File: config.mk
export PLATFORM = sky130hd
export DESIGN_NAME = pcues_ctrl
export DESIGN_NICKNAME = d
export VERILOG_FILES = /design/src/rtl/core/pcues_pkg.sv /design/src/rtl/core/pcues_ctrl.sv
export SDC_FILE = /design/constraint.sdc
export NUM_CORES = 1
export LEC_CHECK = 0
export ABC_AREA = 1
export CORE_MARGIN = 10
export CORE_UTILIZATION = 40
export DETAILED_ROUTE_END_ITERATION = 12
export DONT_BUFFER_PORTS = 1
export PLACE_DENSITY_LB_ADDON = 0.15
export SETUP_SLACK_MARGIN = 0.1
export SLEW_MARGIN = 25
export SYNTH_ARGS = -nofsm -noshare
export SYNTH_HDL_FRONTEND = slang
export SYNTH_SLANG_ARGS = --single-unit
File: constraint.sdc
create_clock -name clk -period 1.3 [get_ports clk]
set_clock_uncertainty 0.1 [all_clocks]
set_input_delay 0.065 -clock clk [delete_from_list [all_inputs] [get_ports clk]]
set_output_delay 0.065 -clock clk [all_outputs]
set_load 0.05 [all_outputs]
File: src/rtl/core/pcues_pkg.sv
`default_nettype none

package pcues_pkg;

  localparam int CELLS     = 1024;
  localparam int CELL_W    = 10;
  localparam int MAX_EDGES = 32;
  localparam int SLOT_W    = 5;
  localparam int CNT_W     = 6;
  localparam int EDGE_W    = 20;
  localparam int ADDR_W    = CELL_W + SLOT_W;

  typedef enum logic [2:0] {
    ST_ADDED  = 3'd0,
    ST_DUP    = 3'd1,
    ST_FULL   = 3'd2,
    ST_LISTED = 3'd3,
    ST_EMPTY  = 3'd4
  } status_t;

  typedef enum logic {
    ACT_INSERT = 1'b0,
    ACT_LIST   = 1'b1
  } action_t;

  // Commands from the controller to the datapath.
  typedef struct packed {
    logic    clr_wr;
    logic    load;
    logic    take_count;
    logic    rd_issue;
    logic    consume;
    logic    append;
    logic    out_load;
    status_t out_status;
  } cmd_t;

  // Status from the datapath to the controller.
  typedef struct packed {
    logic    clr_done;
    action_t act;
    logic    n_zero;
    logic    n_full;
    logic    idx_done;
    logic    pend;
    logic    pend_last;
    logic    hit;
    logic    out_free;
  } sts_t;

endpackage

`default_nettype wire

File: src/rtl/core/pcues_ctrl.sv
`default_nettype none

module pcues_ctrl
  import pcues_pkg::*;
(
  input  wire logic clk,
  input  wire logic rst,
  input  wire logic in_valid,
  output logic      in_ready,
  input  wire sts_t sts,
  output cmd_t      cmd
);

  typedef enum logic [9:0] {
    S_CLEAR  = 10'b00_0000_0001,
    S_IDLE   = 10'b00_0000_0010,
    S_COUNT  = 10'b00_0000_0100,
    S_DECIDE = 10'b00_0000_1000,
    S_SEARCH = 10'b00_0001_0000,
    S_APPEND = 10'b00_0010_0000,
    S_DUP    = 10'b00_0100_0000,
    S_FULL   = 10'b00_1000_0000,
    S_LIST   = 10'b01_0000_0000,
    S_EMPTY  = 10'b10_0000_0000
  } state_t;

  state_t state, state_next;

  always_ff @(posedge clk) begin
    if (rst) begin
      state <= S_CLEAR;
    end else begin
      state <= state_next;
    end
  end

  always_comb begin
    state_next     = state;
    cmd            = '0;
    cmd.out_status = ST_ADDED;
    in_ready       = 1'b0;
    unique case (state)
      S_CLEAR: begin
        cmd.clr_wr = 1'b1;
        if (sts.clr_done) begin
          state_next = S_IDLE;
        end
      end
      S_IDLE: begin
        in_ready = 1'b1;
        if (in_valid) begin
          cmd.load   = 1'b1;
          state_next = S_COUNT;
        end
      end
      S_COUNT: begin
        cmd.take_count = 1'b1;
        state_next     = S_DECIDE;
      end
      S_DECIDE: begin
        priority if (sts.act == ACT_LIST && sts.n_zero) begin
          state_next = S_EMPTY;
        end else if (sts.act == ACT_LIST) begin
          state_next = S_LIST;
        end else if (sts.n_zero) begin
          state_next = S_APPEND;
        end else begin
          state_next = S_SEARCH;
        end
      end
      S_SEARCH: begin
        // Reads run one per cycle; each word is compared the cycle after its read.
        cmd.consume  = sts.pend;
        cmd.rd_issue = !sts.idx_done;
        priority if (sts.hit) begin
          state_next = S_DUP;
        end else if (sts.idx_done && !sts.pend) begin
          state_next = sts.n_full ? S_FULL : S_APPEND;
        end else begin
          state_next = S_SEARCH;
        end
      end
      S_APPEND: begin
        cmd.out_status = ST_ADDED;
        if (sts.out_free) begin
          cmd.append   = 1'b1;
          cmd.out_load = 1'b1;
          state_next   = S_IDLE;
        end
      end
      S_DUP: begin
        cmd.out_status = ST_DUP;
        if (sts.out_free) begin
          cmd.out_load = 1'b1;
          state_next   = S_IDLE;
        end
      end
      S_FULL: begin
        cmd.out_status = ST_FULL;
        if (sts.out_free) begin
          cmd.out_load = 1'b1;
          state_next   = S_IDLE;
        end
      end
      S_EMPTY: begin
        cmd.out_status = ST_EMPTY;
        if (sts.out_free) begin
          cmd.out_load = 1'b1;
          state_next   = S_IDLE;
        end
      end
      S_LIST: begin
        // A pending read word holds in the memory output until the output register frees.
        cmd.out_status = ST_LISTED;
        cmd.consume    = sts.pend && sts.out_free;
        cmd.out_load   = sts.pend && sts.out_free;
        cmd.rd_issue   = !sts.idx_done && (!sts.pend || sts.out_free);
        if (sts.pend && sts.out_free && sts.pend_last) begin
          state_next = S_IDLE;
        end
      end
      default: begin
        state_next = S_IDLE;
      end
    endcase
  end

endmodule

`default_nettype wire

After elaboration in Yosys (flattened, before gate mapping) --
Index checks and enable logic that the tools add are counted.
Storage, ports and cells: register bits 10, input port bits 12, output and inout port bits 11, word-level logic and storage cells 46
Cells by class: equal/unequal tests 14, multiplexer cells 21, reductions and logical operators 10
Operators with widths (count):
- $pmux 10 s7 | 1
- $mux 10 | 6
- $pmux 4 s5 | 1
- $mux 8 | 2
- $eq 10x1->1 const B | 1
- $eq 10x10->1 const B | 1
- $eq 10x2->1 const B | 1
- $eq 10x3->1 const B | 1
- $eq 10x4->1 const B | 1
- $eq 10x5->1 const B | 1
- $eq 10x6->1 const B | 1
- $eq 10x7->1 const B | 1
- $eq 10x8->1 const B | 1
- $eq 10x9->1 const B | 1
- $mux 9 | 1
- $mux 1 | 7
- $mux 6 | 1
- $ne 2x2->1 const B | 3
- $logic_and 1x1->1 | 5
- $pmux 2 s2 | 1
- $reduce_and 4->1 | 1
- $reduce_or 4->1 | 1
- $logic_not 1->1 | 2
- $mux 2 | 1
- 2 further kinds | 2

Longest topological paths before layout --
depth after elaboration 5, gate-level depth with buffers 10, mapped depth without buffers 10

Least setup slack after synthesis --
Ideal clock, no wire load.
kind register to output, start register state[9], end output port cmd[9] in the netlist's numbering, arrival 2.058 ns, data required time 1.135 ns, setup slack -0.923 ns, stages on the path, launching flop included 4, path buffers 0, path through dfxtp_1 > nor2_4 > nand2_2 > nor4_1
RTL lines:
- from (decl) | line pcues_ctrl.sv:27 | state_t state, state_next;
- from (signal assigned) | line pcues_ctrl.sv:33 | state <= state_next;
- to (decl) | line pcues_ctrl.sv:11 | output cmd_t cmd

==> impl_metrics.py <==
metrics = {
    "outcome": {
        "status": "finished with violations",
        "failed_checks": "negative hold slack, negative setup slack",
    },
    "synthesis": {
        "synthMuxAreaShare_pct": 0,
        "ys_warn_count": 0,
        "synth_seq_cells": 10,
        "synth_xor_area_share_pct": 0,
        "yosys.area_share.simple_pct": 61.0,
        "ys_seq_area_share_pct": 23.0,
        "syn_avg_cell_area_um2": 6.64,
        "syn_nets": 143,
        "synthDistinctLibCells": 25,
        "synthCells": 131,
        "synth_top_family_by_area": "simple AND/OR/NAND/NOR gates",
        "syn_area_um2": 870,
        "synth-adder-area-share_pct": 0,
        "synth-compound-area-share_pct": 5.32,
    },
    "setup_path": {
        "worst-setup-path-type": "register to primary output",
        "worstSetupEndpointType": "primary output",
        "cp.required_ns": 1.13,
        "crit_path_frequent_cell": "nor2_4",
        "cp_slowest_cell": "dfxtp_2",
        "arrival_ns": 1.54,
        "crit_chain": "nor2_4, nand2_4, nor2_4, nand2_2, inv_2, nand3_2, nand3b_1, buf_12",
        "crit_path_max_incr_delay_ns": 0.34,
        "crit_fanout": 4,
        "cp-start-kind": "register",
    },
    "timing": {
        "slew_violations": 0,
        "relSlewSlack_pct": 77.0,
        "min_period_ns": 1.71,
        "hold_ws_ns": -0.0197,
        "finalHoldViolations": 2,
        "rsz0062_at_grt": "true",
        "finalCritPeriodShare_pct": 131,
        "worst_pin_slew_ns": 0.342,
        "fin_ws_ns": -0.406,
        "setup_viol": 20,
        "clock.fmax_mhz": 586,
    },
    "final_layout": {
        "syn2layout_area_growth_pct": 83.6,
        "largestRegisters": "state (10)",
        "fillers": 138,
        "largest_reg_flops": 10,
        "fin_util_pct": 79.0,
        "nNetsFinal": 199,
        "top_register": "state",
        "drive_above_1_share_pct": 64.0,
        "antennaDiodeCount": 0,
        "multiInputGateArea_um2": 736,
        "register_area_um2": 213,
    },
    "power_and_ir_drop": {
        "p_leak_nw": 0.772,
        "powerDensity_nw_per_um2": 2260,
        "ir_drop_mv": 1.46,
    },
    "global_routing": {
        "grt_pass1_vias": 1017,
        "grt_max_degree": 11,
        "grt.total_usage_pct": 12.6,
        "grt_pass1_wl_um": 4550,
        "grt_antenna_before_repair": 0,
        "grt_overflow": 0,
    },
    "hold_path": {
        "hp-class": "input pin to register",
    },
    "route": {
        "vias_per_cell": 4.78,
        "wl_per_cell_um": 13.2,
        "drt_wl_total_um": 2810,
        "postRouteAntennaNets": 0,
        "drt-initial-drc-count": 42,
        "drtPass1Iterations": 4,
        "drc": 0,
        "vias": 1019,
    },
    "clock_tree": {
        "root_buffer": "clkbuf_4",
        "cts_tree": "yes",
        "cts_sinks": 10,
        "clk_path_buf_depth": 2,
        "clkSlewWorstSetupHoldPaths_ns": 0.08,
        "cts_buffers": 3,
        "cts_max_level": 1,
        "clkLatencyLatePin_ns": 0.27,
    },
    "floorplan": {
        "fp.dieH_um": 66.6,
        "num_rows": 16,
        "dieArea_um2": 4440,
        "io_pins": 23,
        "core_area_um2": 2020,
        "die_x_um": 66.6,
        "initial_core_util_pct": 43.0,
    },
    "job": {
        "maxCapViolCount": 0,
    },
    "place": {
        "dpl.hpwl_um": 2120,
        "port_buffers": 0,
        "gp_congestion": 0.843,
    },
}
cell families (layout without fill, tap and decap cells):
kind of cell	after synthesis	in the layout
AOI/OAI and AO/OA	8	8
buffers and inverters	24	78
and+or+nand+nor	89	90
DFF	10	10
report_power, final:
part	internal, W	switching (W)
logic	0.00129	0.00151
clock network	0.000170	0.000124
registers	0.000408	0.0000967
path summary, 6_finish.rpt:
check	start	endpoint	slack [ns]	cells after the start
min	sts[7]	state[9]$_SDFFE_PP0P_	-0.02	4
max	state[7]$_SDFFE_PP0P_	cmd[3]	-0.41	8
max reg2reg	state[7]$_SDFFE_PP0P_	state[3]$_SDFFE_PP0P_	-0.33	10
min reg2reg	state[8]$_SDFFE_PP0P_	state[8]$_SDFFE_PP0P_	0.52	3
metrics by stage:
| step | std cells | worst slack (ns) | TNS [ns] | total power (W) | cell area, um^2 |
|---|---|---|---|---|---|
| floorplan | 131 | -0.408 | -2.58 | 0.00198 | 973 |
| global placement | 195 | -0.182 | -1.92 | 0.00277 | 1340 |
| detailed placement | 195 | -0.213 | -2.25 | 0.00282 | 1340 |
| CTS | 209 | -0.400 | -5.33 | 0.00335 | 1520 |
| global route | 213 | -0.473 | -7.66 | 0.00383 | 1600 |
| finish | 213 | -0.406 | -6.04 | 0.00360 | 1600 |
routing by layer:
metal | track usage (%) | share of wire (%) | up-vias | wire (um)
li1 | - | - | 527 | -
met1 | 15.0 | 43 | 475 | 1210
met2 | 21.9 | 53 | 13 | 1480
met3 | 2.17 | 3.0 | 4 | 85
met4 | 4.19 | 0.96 | 0 | 27
met5 | 0 | 0 | - | 0
Yosys cell counts:
library cell / n / area (um^2)
a21oi_1: 3 / 15.0
clkinv_1: 1 / 3.75
dfxtp_1: 10 / 200
inv_1: 21 / 78.8
inv_2: 1 / 3.75
inv_4: 1 / 6.26
nand2_1: 21 / 78.8
nand2_2: 8 / 50.1
nand2_4: 3 / 33.8
nand2_8: 1 / 20.0
nand3_1: 9 / 45.0
nand3_2: 3 / 30.0
nand3b_1: 1 / 7.51
nand4_1: 5 / 31.3
nor2_1: 14 / 52.6
nor2_2: 12 / 75.1
nor2_4: 6 / 67.6
nor3_1: 3 / 15.0
nor3_2: 1 / 10.0
nor3b_1: 1 / 7.51
nor4_1: 1 / 6.26
o21ai_0: 2 / 10.0
o21ai_1: 1 / 5.00
o21ai_2: 1 / 8.76
o31ai_1: 1 / 7.51
worst max-delay path: cells and delay by family (launching register included):
family,cells,cell delay [ns]
flops,1,0.34
buf+inv,2,0.22
simple gates,6,0.70
area by class of cell:
| class | count | area share, % |
|---|---|---|
| inverters | 24 | 6.03 |
| repair buffers | 50 | 30.2 |
| multi-input cells | 98 | 46.1 |
| flip-flops and latches | 10 | 13.3 |
| well taps | 27 | 2.12 |
| clock buffers | 4 | 2.27 |
repair_timing:
action / CTS / global route
pin swaps: 12 / 7
gates cloned: 1 / 0
endpoints found under the hold margin: 6 / 2
gates resized for setup: 18 / 12
hold buffers: 5 / 1
endpoints found under the setup margin: 20 / 21
setup buffers: 4 / 5
placed cells by master, fill, tap and decap left out, types with 4 or more instances in the layout:
cell type,count
buf_4,31
inv_1,19
nand2_1,14
nand2_2,13
nor2_4,12
nor2_2,12
dfxtp_2,10
nor2_1,8
nand3_1,7
buf_6,7
dlygate4sd3_1,6
nand2_4,5
nand4_1,5
nand3_2,5
buf_12,4
No activity file was read; power rests on OpenSTA's default activity.
